--- src/tci_pkg.sv ---
// Shared constants and codes for the toroidal convolution unit.
`default_nettype none

package tci_pkg;

   // Parameter defaults
   localparam int DEF_MAX_ROWS   = 64;
   localparam int DEF_MAX_COLS   = 64;
   localparam int DEF_MAX_KERNEL = 9;

   // Data word width
   localparam int DATA_W = 32;

   // Request modes
   localparam logic [1:0] MODE_LOAD_COEF  = 2'd0;
   localparam logic [1:0] MODE_LOAD_PIXEL = 2'd1;
   localparam logic [1:0] MODE_RUN        = 2'd2;
   localparam logic [1:0] MODE_READ       = 2'd3;

   // Response kinds
   localparam logic KIND_READ = 1'b0;
   localparam logic KIND_RUN  = 1'b1;

   // Register indexes
   localparam logic [1:0] CSR_ROWS        = 2'd0;
   localparam logic [1:0] CSR_COLS        = 2'd1;
   localparam logic [1:0] CSR_KERNEL_SIZE = 2'd2;
   localparam logic [1:0] CSR_ITERATIONS  = 2'd3;

   // Register reset values
   localparam logic [6:0]  RST_ROWS        = 7'd64;
   localparam logic [6:0]  RST_COLS        = 7'd64;
   localparam logic [3:0]  RST_KERNEL_SIZE = 4'd3;
   localparam logic [15:0] RST_ITERATIONS  = 16'd1;

endpackage : tci_pkg

`default_nettype wire

--- src/tci_div.sv ---
// Bit-serial divider of a signed dividend by an unsigned divisor, truncating toward zero, one quotient bit per cycle.
`default_nettype none

module tci_div
   import tci_pkg::*;
#(
   parameter int DW = 8
) (
   input  wire logic              clock,
   input  wire logic              reset,
   input  wire logic              start,
   input  wire logic [DATA_W-1:0] dividend,
   input  wire logic [DW-1:0]     divisor,
   output logic                   done,
   output logic [DATA_W-1:0]      quotient
);
   localparam int CW = $clog2(DATA_W + 1);

   logic [DATA_W-1:0] mag_ff, mag_in;
   logic [DW:0]       rem_ff, rem_in;
   logic [CW-1:0]     cnt_ff, cnt_in;
   logic              run_ff, run_in;
   logic              neg_ff, neg_in;
   logic              done_ff, done_in;
   logic [DW:0]       rem_sh;
   logic [DW:0]       dvs;

   assign dvs    = {1'b0, divisor};
   assign rem_sh = {rem_ff[DW-1:0], mag_ff[DATA_W-1]};

   // One restoring step per cycle; quotient bits shift into the magnitude word
   always_comb begin
      mag_in  = mag_ff;
      rem_in  = rem_ff;
      cnt_in  = cnt_ff;
      run_in  = run_ff;
      neg_in  = neg_ff;
      done_in = 1'b0;
      if (start) begin
         neg_in = dividend[DATA_W-1];
         mag_in = dividend[DATA_W-1] ? (~dividend + 1'b1) : dividend;
         rem_in = '0;
         cnt_in = '0;
         run_in = 1'b1;
      end else if (run_ff) begin
         if (rem_sh >= dvs) begin
            rem_in = rem_sh - dvs;
            mag_in = {mag_ff[DATA_W-2:0], 1'b1};
         end else begin
            rem_in = rem_sh;
            mag_in = {mag_ff[DATA_W-2:0], 1'b0};
         end
         cnt_in = cnt_ff + 1'b1;
         if (cnt_ff == CW'(DATA_W - 1)) begin
            run_in  = 1'b0;
            done_in = 1'b1;
         end
      end
   end

   always_ff @(posedge clock) begin
      if (reset) begin
         run_ff  <= 1'b0;
         done_ff <= 1'b0;
      end else begin
         run_ff  <= run_in;
         done_ff <= done_in;
      end
      mag_ff <= mag_in;
      rem_ff <= rem_in;
      cnt_ff <= cnt_in;
      neg_ff <= neg_in;
   end

   assign done     = done_ff;
   assign quotient = neg_ff ? (~mag_ff + 1'b1) : mag_ff;

endmodule : tci_div

`default_nettype wire
--- config.mk ---
export PLATFORM = sky130hd
export DESIGN_NAME = tci_div
export DESIGN_NICKNAME = d
export VERILOG_FILES = /design/src/tci_pkg.sv /design/src/tci_div.sv
export SDC_FILE = /design/constraint.sdc
export NUM_CORES = 1
export LEC_CHECK = 0
export ABC_AREA = 0
export BUFFER_PORTS_ARGS = -buffer_cell sky130_fd_sc_hd__buf_4
export CAP_MARGIN = 0
export CORE_AREA = 2 2 129 81
export CTS_BUF_LIST = sky130_fd_sc_hd__clkbuf_4 sky130_fd_sc_hd__clkbuf_8
export CTS_CLUSTER_SIZE = 24
export DETAILED_ROUTE_END_ITERATION = 16
export DIE_AREA = 0 0 131 83
export HOLD_SLACK_MARGIN = 0.1
export PLACE_DENSITY_LB_ADDON = 0.3
export RECOVER_POWER = 25
export SETUP_SLACK_MARGIN = 0.15
export SLEW_MARGIN = 20
export SYNTH_ARGS = -nofsm -noshare
export SYNTH_HDL_FRONTEND = slang
export SYNTH_SLANG_ARGS = --single-unit
--- constraint.sdc ---
create_clock -name clock -period 3.2 [get_ports clock]
set_clock_uncertainty 0.1 [all_clocks]
set_input_delay 0.48 -clock clock [delete_from_list [all_inputs] [get_ports clock]]
set_output_delay 0.48 -clock clock [all_outputs]
set_load 0.1 [all_outputs]
# Yosys cells after proc, flatten, opt, wreduce, memory -nomap -nowiden
# Index checks and enable logic that the tools add are counted.
# totals
register_bits	49
inputBits	43
output_inout_bits	33
# classes
add_sub_neg	4
magnitude_cmp	1
n_eq_ne	1
n_mux	10
bitwise_logic	3
n_reduce_logical	2
# op_table
op	n
$mux 32	4
$add 32x1->32 const B	2
$not 32->32	2
$ge 9x8->1	1
$mux 8	1
$sub 8x8->8	1
$add 6x1->6 const B	1
$eq 6x5->1 const B	1
$mux 1	5
$reduce_or 3->1	1
$reduce_bool 2->1	1
$not 1->1	1

# Logic depth before layout (Yosys ltp)
# depth
word_depth	4
depth_mapped	8

# Worst setup path after synthesis
# No wires, ideal clock.
# synth_path
path_type	register to output
startpoint	register neg_ff
endpoint	output quotient[1]
arrival_time_ns	2.748
path_slack_ns	-0.128
path_stages_with_launch	3
path_cell_list	edfxtp_1 > clkbuf_1 > o21ai_0
# synth_between
elab_chain_cells	1
# synth_lines
element	line	source
start, declared	tci_div.sv:23	logic neg_ff, neg_in;
start signal, assigned	tci_div.sv:72	neg_ff <= neg_in;
$mux 32	tci_div.sv:76	assign quotient = neg_ff ? (~mag_ff + 1'b1) : mag_ff;
end, declared	tci_div.sv:15	output logic [DATA_W-1:0] quotient
# Every way passes these cells.

# Worst setup path after layout
# layout_path
startpoint	register mag_ff[21]
endpoint	output quotient[27]
# layout_between
elab_chain_cells	3
# layout_lines
element	line	source
start, declared	tci_div.sv:19	logic [DATA_W-1:0] mag_ff, mag_in;
start signal, assigned	tci_div.sv:69	mag_ff <= mag_in;
$not 32->32	tci_div.sv:76	
$add 32x1->32	tci_div.sv:76	
$mux 32	tci_div.sv:76	
# Every way passes these cells.

==> impl_metrics.py <==
metrics = {
    "outcome": {
        "status": "complete, but fails checks",
        "violations": "capacitance limit, slew limit, setup timing",
    },
    "floorplanning": {
        "start_util_pct": 39.1,
        "die_x_um": 131,
        "die_y_um": 83,
        "coreArea_mm2": 0.00963,
        "io_pins": 76,
        "die_area_mm2": 0.0109,
        "num_rows": 28,
    },
    "logic_synthesis": {
        "syn_nets": 493,
        "synth_cell_types": 49,
        "avgSynthCellArea_um2": 8.59,
        "ys_seq_area_share_pct": 34.9,
        "synth_simple_gate_area_share_pct": 19.4,
        "ys_async_sr_fraction_pct": 0,
        "synthAdderAreaFrac_pct": 4.19,
        "synth-compound-area-share_pct": 21.6,
        "yosysWarnings": 0,
        "ys_ff_latch": 49,
        "synth-xor-area-share_pct": 15.1,
        "muxShareOfSynthArea_pct": 0.532,
        "synthCells": 438,
        "netlist_area_mm2": 0.00376,
        "synth_top_family_by_area": "compound AO/OA/AOI/OAI gates",
        "synth_ff_type": "edfxtp_1",
        "synth_edf_count": 33,
    },
    "power": {
        "seqPwrFrac_pct": 31.0,
        "internal-power_mw": 1.47,
        "pwr-share-clk_pct": 19.8,
        "leakage_nw": 2.01,
        "power_density_mw_per_mm2": 520,
        "pwr-share-comb_pct": 49.2,
        "switchingPower_mw": 1.21,
        "power.total_mw": 2.67,
        "ir_drop_v": 0.000368,
        "swShare_pct": 45.1,
    },
    "routing": {
        "ant_nets": 0,
        "routed_via_density": 5.32,
        "wire_per_inst_um": 15.8,
        "vias": 3546,
        "totalWireLength_mm": 10.5,
        "drt_pass1_iterations": 4,
        "drc": 0,
        "drt_iter0_drc": 325,
    },
    "clock_network": {
        "cts_sinks": 49,
        "cts_buffers": 5,
        "ctsHoldBuffers": 0,
        "clkSlewWorstSetupHoldPaths_ns": 0.10,
        "clockRootBuffer": "clkbuf_8",
        "htree_levels": 2,
        "cts_tree": "built",
        "clock_latency_ns": 0.31,
        "clock_path_buffers": 2,
    },
    "finish": {
        "regArea_mm2": 0.00131,
        "layout-drive-gt1-share_pct": 30.3,
        "diodes": 0,
        "multiInputGateArea_mm2": 0.00258,
        "fin_cells": 666,
        "syn_to_final_growth_pct": 36.7,
        "nNetsFinal": 585,
        "fillers": 895,
    },
    "sta": {
        "finalMaxSlewViolations": 33,
        "setup_violations": 2,
        "fmax_ghz": 0.311,
        "worst_pin_slew_ns": 1.84,
        "fin_ws_ns": -0.0119,
        "min_period_ns": 3.21,
        "hold_viol_final": 0,
        "slew_headroom_pct": -23.0,
        "rsz0062_at_grt": "yes",
        "min_period_over_period_pct": 100,
        "hold_ws_ns": 0.241,
    },
    "global_routing": {
        "antenna_found_initial": 0,
        "grt_max_degree": 79,
        "grt_overflow": 0,
        "gr-usage-all-layers_pct": 19.3,
        "grt_pass1_wl_mm": 17.0,
        "grt_pass1_vias": 3291,
    },
    "place": {
        "place_congestion": 0.870,
        "dp_hpwl_mm": 7.57,
        "io_buffers": 75,
        "place_inst": 645,
        "dp_worst_setup_slack_ns": 0.177,
    },
    "run": {
        "drv_cap": 1,
    },
    "setup_path": {
        "start_kind": "flip-flop",
        "crit_path_end_kind": "output port",
        "cp_max_fo": 2,
        "path_class": "reg2out",
        "required_ns": 2.62,
        "critical_path_arrival_ns": 2.63,
    },
    "hold_path": {
        "hold_class": "in2reg",
    },
}
-- registers in the layout, summed over array words and instances (netlist names) --
signal  cells
neg_ff      1
run_ff      1
done        1
rem_ff      8
mag_ff     32
cnt_ff      6
-- cell usage after synthesis, types with 8 or more instances --
cell	count	area [µm²]
xnor2_1	34	298
xor2_1	31	272
nand3_1	11	55.1
o21ai_0	27	135
or3_1	9	56.3
nand4_1	10	62.6
ha_1	11	138
edfxtp_1	33	991
o41ai_1	9	78.8
nor3_1	8	40.0
nor2_1	56	210
nand2_1	28	105
a21oi_1	41	205
clkbuf_1	16	60.1
dfxtp_1	16	320
inv_1	19	71.3
o31ai_1	17	128
-- worst paths after layout --
path / startpoint / endpoint / slack (ns) / cells past startpoint
hold / removal: reset / run_ff$_SDFF_PP0_ / 0.24 / 2
setup / recovery: mag_ff[21]$_DFFE_PP_ / quotient[27] / -0.01 / 7
hold reg to reg: cnt_ff[5]$_SDFFE_PP0P_ / cnt_ff[5]$_SDFFE_PP0P_ / 0.39 / 2
setup reg to reg: mag_ff[31]$_DFFE_PP_ / rem_ff[6]$_SDFFE_PP0P_ / 0.78 / 8
-- stage by stage --
step	setup TNS [ns]	util, %	cell area (µm²)
4_1_cts	0	52.0	5010
5_1_grt	-0.712	53.4	5140
3_5_place_dp	0	48.4	4660
3_3_place_gp	0	48.4	4660
2_1_floorplan	0	-	3880
6_report	-0.0214	53.4	5140
-- layout make-up --
type,count,area share (%)
Clock buffer,5,1.34
Clock inverter,3,1.26
Inverter,19,1.39
Multi-Input combinational cell,349,50.1
Sequential cell,49,25.5
Tap cell,135,3.28
Timing Repair Buffer,106,17.1
-- kinds of logic (layout without fill, tap and decap cells) --
group | after synthesis | after routing
adder cells (fa/ha/maj) | 12 | 12
AND/OR/NAND/NOR | 149 | 149
XOR/XNOR | 65 | 65
multiplexers | 2 | 2
AO/OA/AOI/OAI | 121 | 121
buffers and inverters | 40 | 133
flip-flops | 49 | 49
-- repair_timing --
item / 4_1_cts / 5_1_grt
endpoints found under the hold margin: 0 / 0
resized for setup: 39 / 22
buffers inserted: 6 / 6
setup endpoints to repair: 17 / 19
pin swaps: 4 / 4
-- cells in the final DEF, fill, tap and decap left out, types with 3 or more instances in the layout --
cell type and count:
a21oi_1 41, a311oi_1 6, buf_4 82, buf_6 15, buf_8 4, clkbuf_1 3, clkbuf_8 5, dfxtp_1 16
edfxtp_1 33, ha_1 11, inv_1 19, nand2_1 27, nand2b_1 4, nand3_1 9, nand4_1 10, nor2_1 55
nor3_1 7, nor4_1 4, o21ai_0 19, o21ai_1 3, o21ai_2 5, o31ai_1 11, o31ai_2 3, o31ai_4 3
o41ai_1 6, o41ai_2 6, or2_2 4, or3_1 9, or4_1 3, or4_4 3, xnor2_1 18, xnor2_2 15
xor2_1 31
-- power groups by stage --
stage               clock network (mW)  logic [mW]  registers, mW
floorplan                            0       0.937          0.824
global placement                     0        1.20          0.839
detailed placement                   0        1.21          0.843
CTS                              0.536        1.27          0.830
global route                     0.566        1.39          0.838
finish                           0.529        1.32          0.828
-- layer usage --
layer	vias to the layer above	routed length (µm)	share of wire (%)	GRT usage, %
met2	102	4740	45	27.9
met1	1645	5070	48	30.4
met5	-	0	0	0
met4	0	55	0.52	3.38
met3	4	670	6.4	3.09
li1	1795	-	-	-
-- worst max-delay path, stage by stage (launching register included) --
cell and delay (ns):
edfxtp_1 0.41, or4_4 0.57, nor4_4 0.27, nand4_1 0.22
o41ai_2 0.33, buf_4 0.17, xnor2_2 0.10, buf_6 0.24
(Power assumes the default switching activity.)
