## src/tci_pkg.sv

```systemverilog
// Shared constants and codes for the toroidal convolution unit.
`default_nettype none

package tci_pkg;

   // Parameter defaults
   localparam int DEF_MAX_ROWS   = 64;
   localparam int DEF_MAX_COLS   = 64;
   localparam int DEF_MAX_KERNEL = 9;

   // Data word width
   localparam int DATA_W = 32;

   // Request modes
   localparam logic [1:0] MODE_LOAD_COEF  = 2'd0;
   localparam logic [1:0] MODE_LOAD_PIXEL = 2'd1;
   localparam logic [1:0] MODE_RUN        = 2'd2;
   localparam logic [1:0] MODE_READ       = 2'd3;

   // Response kinds
   localparam logic KIND_READ = 1'b0;
   localparam logic KIND_RUN  = 1'b1;

   // Register indexes
   localparam logic [1:0] CSR_ROWS        = 2'd0;
   localparam logic [1:0] CSR_COLS        = 2'd1;
   localparam logic [1:0] CSR_KERNEL_SIZE = 2'd2;
   localparam logic [1:0] CSR_ITERATIONS  = 2'd3;

   // Register reset values
   localparam logic [6:0]  RST_ROWS        = 7'd64;
   localparam logic [6:0]  RST_COLS        = 7'd64;
   localparam logic [3:0]  RST_KERNEL_SIZE = 4'd3;
   localparam logic [15:0] RST_ITERATIONS  = 16'd1;

endpackage : tci_pkg

`default_nettype wire

```

## src/tci_ram.sv

```systemverilog
// Generic single-write, single-read RAM with registered read data.
`default_nettype none

module tci_ram
   import tci_pkg::*;
#(
   parameter int WIDTH = DATA_W,
   parameter int DEPTH = 16
) (
   input  wire logic                                          clock,
   input  wire logic                                          we,
   input  wire logic [((DEPTH > 1) ? $clog2(DEPTH) : 1)-1:0] waddr,
   input  wire logic [WIDTH-1:0]                              wdata,
   input  wire logic [((DEPTH > 1) ? $clog2(DEPTH) : 1)-1:0] raddr,
   output logic      [WIDTH-1:0]                              rdata
);
   logic [WIDTH-1:0] mem_ff [DEPTH];
   logic [WIDTH-1:0] rdata_ff;

   // Write port and registered read port
   always_ff @(posedge clock) begin
      if (we) begin
         mem_ff[waddr] <= wdata;
      end
      rdata_ff <= mem_ff[raddr];
   end

   assign rdata = rdata_ff;

endmodule : tci_ram

`default_nettype wire

```

## config.mk

```make
export PLATFORM = sky130hd
export DESIGN_NAME = tci_ram
export DESIGN_NICKNAME = d
export VERILOG_FILES = /design/src/tci_pkg.sv /design/src/tci_ram.sv
export SDC_FILE = /design/constraint.sdc
export NUM_CORES = 1
export LEC_CHECK = 0
export ABC_AREA = 1
export BUFFER_PORTS_ARGS = -buffer_cell sky130_fd_sc_hd__clkbuf_2
export CORE_ASPECT_RATIO = 0.7
export CORE_MARGIN = 2
export CORE_UTILIZATION = 40
export CTS_BUF_LIST = sky130_fd_sc_hd__clkbuf_8
export CTS_CLUSTER_SIZE = 40
export DETAILED_ROUTE_END_ITERATION = 16
export HOLD_SLACK_MARGIN = 0.1
export PLACE_DENSITY = 0.54
export REMOVE_ABC_BUFFERS = 1
export SYNTH_ARGS = -nofsm -noshare
export SYNTH_HDL_FRONTEND = slang
export SYNTH_SLANG_ARGS = --single-unit
```

## constraint.sdc

```tcl
create_clock -name clock -period 2.3 [get_ports clock]
set_input_delay 0 -clock clock [delete_from_list [all_inputs] [get_ports clock]]
set_output_delay 0 -clock clock [all_outputs]
set_load 0.01 [all_outputs]
```

---- Word level (Yosys, flattened, before mapping) ----
Memory sizes are Yosys's and may differ from the RTL's. A register that Yosys moved wholly into a read port is not among the register bits.
Index checks and enable logic that the tools add are counted.
cells by class
  mux-type cells .......................... 2
operators by type and width
  kind              number
  2-to-1 mux 1 bit  2
word-level totals
  output and inout port bits .............. 32
  memories ................................ 1
  RAM bits ................................ 512
  input bits .............................. 42
  register bits ........................... 0
  word-level logic and storage cells ...... 3
memories
  memory  depth  width  rd ports  clocked after memory_dff  wr ports  line           text
  mem_ff  16     32     1         1                         1         tci_ram.sv:17  logic [WIDTH-1:0] mem_ff [DEPTH];

---- Logic depth before layout (Yosys ltp) ----
Gate-level depths: netlist (run 1).
  depth in word-level cells ............... 2
  gate-level depth with buffers ........... 10
  mapped depth without buffers ............ 7

---- Least setup slack after synthesis (run 1) ----
OpenSTA, ideal clock, no wires.
  path type ............................... in2reg
  from .................................... input waddr[2] (netlist bit)
  to ...................................... memory mem_ff[10][0] (netlist bit) (enable)
  buffers on the path ..................... 0
  setup time .............................. 0.421 ns
  arrival ................................. 1.572 ns
  setup slack ............................. 0.307 ns
  cell stages on the path ................. 2
  data required time ...................... 1.879 ns
  path through ............................ nand3b_1 > nor2_1
RTL lines
  what         line           text
  from (decl)  tci_ram.sv:12  input wire logic [((DEPTH > 1) ? $clog2(DEPTH) : 1)-1:0] waddr,
  to (decl)    tci_ram.sv:17
No word-level cell before the write port.

==> flow_metrics.env, run 1 <==
export IMPL_outcome="finished, final reports clean"
export IMPL_ys_seq_area_frac=0.705
export IMPL_hold_viol=0
export IMPL_cp_slowest_cell="dlygate4sd3_1"
export IMPL_final_cell_area_um2=26200
export IMPL_fin_crit_sh=0.827
export IMPL_gp_congestion=0.764
export IMPL_drc=0
export IMPL_fin_util=0.464
export IMPL_start_util=0.403
export IMPL_ys_ff_latch=544
export IMPL_htree_levels=3
export IMPL_row_count=73
export IMPL_rsz0062_at_grt="false"
export IMPL_syn_area_per_cell_um2=10.7
export IMPL_dp_cells=2885
export IMPL_fillers=5257
export IMPL_grt_start_max_net_pins=101
export IMPL_cp_slowest_stage_delay_ps=550
export IMPL_n_antenna_cell=0
export IMPL_place_ws_ps=680
export IMPL_cp_top_family="buffers and inverters"
export IMPL_die_w_um=289
export IMPL_seqCellArea_um2=16000
export IMPL_finalSetupViolCount=0
export IMPL_totalWireLength_um=55800
export IMPL_fin_total_pwr_mw=20.5
export IMPL_cts_max_path_buffers=3
export IMPL_io_pins=74
export IMPL_worst_setup_path_end_kind="flip-flop"
export IMPL_grt_pass1_vias=14500
export IMPL_start_kind="input pin"
export IMPL_muxShareOfSynthArea=0
export IMPL_drv_cap=0
export IMPL_insertion_delay_ps=670
export IMPL_synthAdderAreaFrac=0
export IMPL_fmax_mhz=526
export IMPL_overflow=0
export IMPL_place_area_um2=24100
export IMPL_wire_per_inst_um=18.1
export IMPL_hold_path_class="in -> reg"
export IMPL_synth_cell_types=15
export IMPL_multiInputGateArea_um2=4670
export IMPL_synth_xor_area_frac=0
export IMPL_setup_slack_ps=397
export IMPL_crit_top_cell="nand3_1"
export IMPL_relSlewSlack=0.279
export IMPL_ir_drop_uv=412
export IMPL_report_final_slew_viol_count=0
export IMPL_synth_top_family_by_area="simple AND/OR/NAND/NOR gates"
export IMPL_crit_type="in -> reg"
export IMPL_numCtsBuffers=86
export IMPL_required_ps=2870
export IMPL_fin_cells=3085
export IMPL_yosys_warnings=0
export IMPL_synth_compound_area_frac=0
export IMPL_die_h_um=203
export IMPL_cts_tree="done"
export IMPL_holdPathStages=3
export IMPL_crit_chain="dlygate4sd3_1, clkbuf_8, inv_8, buf_12, nand2_1, nand3_1, nand3_1, nand3_1, dlygate4sd3_1, nand2_1"
export IMPL_fin_hold_ws_ps=141
export IMPL_numPortBuffers=73
export IMPL_clock_skew_ps=19.6
export IMPL_clock_sinks=544
export IMPL_grt_pass1_wl_um=85600
export IMPL_crit_buf_inv=5
export IMPL_cts_root_buffer="clkbuf_8"
export IMPL_ant_nets=0
export IMPL_coreArea_um2=56400
export IMPL_tns_ps=0
export IMPL_p_leak_nw=11.3
export IMPL_area_growth_pct=15.1
export IMPL_syn_inst=2120
export IMPL_dp_hpwl_um=29900
export IMPL_path_max_fanout=75
export IMPL_cp_depth=10
export IMPL_nNetsFinal=2306
export IMPL_synth_simple_area_share=0.200
export IMPL_period_minus_slack_ps=1900
export IMPL_drive_gt1_frac=0.107
export IMPL_ff2ff_path_depth=7
export IMPL_vias=14700
export IMPL_synth_area_um2=22700
export IMPL_arrival_ps=2470
export IMPL_ctsResizeCount=0
export IMPL_grt_usage=0.194
export IMPL_drtIter0Drc=1022
export IMPL_dieArea_um2=58800
export IMPL_clkTransAtPathRegs_ps=70
export IMPL_drt_first_pass_iters=5
export IMPL_vias_per_cell=4.76
export IMPL_powerDensity_nw_per_um2=784
export IMPL_tightest_slew_ps=1080
export IMPL_antenna_found_initial=0
[final timing paths]
kind | start | endpoint | slack (ps)
max | raddr[0] | rdata[1]$_DFF_P_ | 400
max reg2reg | mem_ff[13][1]$_DFFE_PP_ | rdata[1]$_DFF_P_ | 850
min | waddr[2] | mem_ff[8][21]$_DFFE_PP_ | 140
min reg2reg | mem_ff[10][13]$_DFFE_PP_ | rdata[13]$_DFF_P_ | 640
[cell families (layout without fill, tap and decap cells)]
family,Yosys count,count (layout)
flip-flops,544,544
AND/OR/NAND/NOR,1081,1081
buffers and inverters,495,710
[synth_stat cells]
library cell / n / area (um^2)
inv_2: 1 / 3.75
edfxtp_1: 512 / 15400
clkbuf_1: 14 / 52.6
inv_4: 1 / 6.26
nand2_1: 677 / 2540
buf_1: 14 / 52.6
dfxtp_1: 32 / 641
buf_6: 29 / 327
inv_1: 388 / 1460
buf_12: 1 / 20.0
nand3_1: 385 / 1930
buf_4: 6 / 45.0
nand3b_1: 2 / 15.0
buf_2: 41 / 205
nor2_1: 17 / 63.8
[worst register-to-register path: stages (launching register included)]
cell           delay (ps)
edfxtp_1              360
inv_1                  60
nand2_1                40
nand3_1               100
nand3_1                80
nand3_1               110
dlygate4sd3_1         550
nand2_1                50
[what timing repair did]
item	in CTS	in global routing
setup endpoints to repair	0	0
setup buffers	0	0
hold buffers	41	0
endpoints found under the hold margin	575	0
[metal layers]
metal	GRT usage	vias to the layer above	part of all wire
li1	-	7151	-
met5	0	-	0
met1	0.275	7051	0.47
met3	0.0366	92	0.051
met2	0.301	396	0.45
met4	0.0637	0	0.025
[final cells by class]
cell class / count / area share
clock buffers: 97 / 0.0510
well taps: 750 / 0.0359
repair buffers: 161 / 0.0537
clock inverters: 62 / 0.0128
multi-input cells: 1081 / 0.178
inverters: 390 / 0.0563
flip-flops and latches: 544 / 0.612
[registers in the layout (all words and copies together), names as in the netlist]
name,flops
rdata,32
mem_ff,512
[layout by cell type (no fill, tap or decap), types with 5 or more instances in the layout]
master / instances
buf_12: 21
buf_4: 28
clkbuf_2: 70
clkbuf_8: 98
clkinv_1: 9
clkinv_2: 5
dfxtp_1: 32
dlygate4sd3_1: 41
edfxtp_1: 512
inv_1: 427
nand2_1: 677
nand3_1: 385
nor2_4: 16
[power breakdown]
group / leakage (nW) / switching, mW / internal, mW
registers: 4.90 / 0.0658 / 11.1
clock network: 0.997 / 3.81 / 4.19
logic: 5.36 / 0.948 / 0.426
(Power assumes the default switching activity.)
==> run 2, diff against run 1 <==
==> constraint.sdc (replaced) <==
create_clock -name clock -period 2 [get_ports clock]
set_input_delay 0 -clock clock [delete_from_list [all_inputs] [get_ports clock]]
set_output_delay 0 -clock clock [all_outputs]
set_load 0.01 [all_outputs]
==> flow_metrics.env, run 2 (synthesized netlist as in run 1, its figures left out) <==
export IMPL_p_leak_nw=11.3
export IMPL_worst_setup_path_end_kind="flip-flop"
export IMPL_cts_tree="done"
export IMPL_place_ws_ps=500
export IMPL_start_util=0.403
export IMPL_outcome="finished, final reports clean"
export IMPL_vias=14800
export IMPL_numCtsBuffers=85
export IMPL_vias_per_cell=4.79
export IMPL_ant_nets=0
export IMPL_powerDensity_nw_per_um2=894
export IMPL_overflow=0
export IMPL_clockPowerShare=0.384
export IMPL_hold_start="waddr[0]"
export IMPL_cts_hold_buf=41
export IMPL_power_internal_mw=17.9
export IMPL_crit_type="in -> reg"
export IMPL_seqCellArea_um2=16000
export IMPL_r2r_start="mem_ff[15][16]$_DFFE_PP_"
export IMPL_setup_slack_ps=316
export IMPL_totalWireLength_um=55800
export IMPL_holdPathStages=4
export IMPL_drv_cap=0
export IMPL_drtIter0Drc=1297
export IMPL_fin_total_pwr_mw=23.4
export IMPL_n_antenna_cell=0
export IMPL_drt_first_pass_iters=5
export IMPL_required_ps=2530
export IMPL_grt_usage=0.193
export IMPL_period_minus_slack_ps=1680
export IMPL_dp_hpwl_um=29600
export IMPL_nNetsFinal=2310
export IMPL_io_pins=74
export IMPL_multiInputGateArea_um2=4670
export IMPL_p_switching_mw=5.51
export IMPL_switching_share=0.236
export IMPL_drive_gt1_frac=0.111
export IMPL_dieArea_um2=58800
export IMPL_wire_per_inst_um=18.1
export IMPL_largest_register="mem_ff"
export IMPL_die_h_um=203
export IMPL_relSlewSlack=0.554
export IMPL_grt_use_met1=0.283
export IMPL_fin_hold_ws_ps=225
export IMPL_report_final_slew_viol_count=0
export IMPL_mostFrequentLayoutCell="nand2_1"
export IMPL_area_growth_pct=15.1
export IMPL_place_area_um2=24100
export IMPL_grt_pass1_vias=14200
export IMPL_dp_cells=2890
export IMPL_grt_start_max_net_pins=97
export IMPL_clock_sinks=544
export IMPL_insertion_delay_ps=640
export IMPL_cts_max_path_buffers=3
export IMPL_r2r_end="rdata[16]$_DFF_P_"
export IMPL_path_max_fanout=50
export IMPL_grt_pass1_wl_um=85700
export IMPL_p_seq_frac=0.548
export IMPL_fin_cells=3088
export IMPL_htree_levels=3
export IMPL_grt_use_met3=0.0309
export IMPL_drc=0
export IMPL_ir_drop_uv=496
export IMPL_clock_skew_ps=20.5
export IMPL_regToRegSetupSlack_ps=560
export IMPL_largest_register_ff_count=512
export IMPL_final_cell_area_um2=26200
export IMPL_cts_setup_buffers=0
export IMPL_rsz0062_at_grt="false"
export IMPL_coreArea_um2=56400
export IMPL_tightest_slew_ps=669
export IMPL_ff2ff_path_depth=7
export IMPL_antenna_found_initial=0
export IMPL_fillers=5244
export IMPL_top_usage_layer="met2"
export IMPL_hold_viol=0
export IMPL_start_kind="input pin"
export IMPL_arrival_ps=2210
export IMPL_fmax_mhz=594
export IMPL_comb_power_share=0.068
export IMPL_clkTransAtPathRegs_ps=60
export IMPL_finalSetupViolCount=0
export IMPL_numPortBuffers=73
export IMPL_hold_path_class="in -> reg"
export IMPL_die_w_um=289
export IMPL_fin_crit_sh=0.842
export IMPL_grtUsageMet2=0.300
export IMPL_min_to="mem_ff[15][30]$_DFFE_PP_"
export IMPL_ctsResizeCount=0
export IMPL_row_count=73
export IMPL_cts_root_buffer="clkbuf_8"
export IMPL_final_cell_mix="677 x nand2_1, 512 x edfxtp_1, 420 x inv_1, 385 x nand3_1, 103 x clkbuf_8"
export IMPL_gp_congestion=0.772
==> run 2: cell types whose count changed in the layout (fill, tap and decap cells not counted), sizes merged <==
cell      delta
buf          +5
bufinv       -3
clkbuf       +5
clkinv       +2
clkinvlp     +1
inv          -7
==> run 2: power by group through the flow <==
stage,combinational (mW),sequential (mW),clock [mW]
2_1_floorplan,0.667,13.1,0
3_3_place_gp,1.53,13.1,0
3_5_place_dp,1.54,13.1,0
4_1_cts,1.61,12.8,9.23
5_1_grt,1.77,12.8,9.75
6_report,1.59,12.8,8.97
==> run 2: metal layers <==
| metal | routed length (um) | part of all wire |
|---|---|---|
| met1 | 26600 | 0.48 |
| met4 | 1080 | 0.019 |
| met5 | 0 | 0 |
| met2 | 25000 | 0.45 |
| met3 | 3040 | 0.054 |
==> run 2: critical path, cell delays in order <==
cell           delay, ps
dlygate4sd3_1        550
clkbuf_8             180
inv_8                280
buf_4                260
nand2_1               70
nand3_1               60
nand3_1               80
dlygate4sd3_1        560
nand3_1               80
nand2_1               50
==> run 2: area by class of cell <==
| type | instances | share of cell area |
|---|---|---|
| Sequential cell | 544 | 0.612 |
| Multi-Input combinational cell | 1081 | 0.178 |
| Inverter | 390 | 0.0564 |
| Timing Repair Buffer | 166 | 0.0542 |
| Clock buffer | 102 | 0.0537 |
| Tap cell | 750 | 0.0359 |
| Clock inverter | 55 | 0.00918 |
==> run 2: how the worst max path moves through the flow <==
stage / start / endpoint / slack [ps]
3_3_place_gp: waddr[2] / mem_ff[10][17]$_DFFE_PP_ / 510
4_1_cts: raddr[0] / rdata[16]$_DFF_P_ / 360
6_report: raddr[0] / rdata[16]$_DFF_P_ / 320
5_1_grt: raddr[0] / rdata[16]$_DFF_P_ / 250
3_5_place_dp: waddr[2] / mem_ff[11][11]$_DFFE_PP_ / 500
2_1_floorplan: raddr[1] / rdata[0]$_DFF_P_ / -340
==> run 2: per-stage QoR <==
step | TNS [ps] | utilization
finish | 0 | 0.463
global route | 0 | 0.463
CTS | 0 | 0.463
detailed placement | 0 | 0.427
global placement | 0 | 0.427
floorplan | -10810 | -
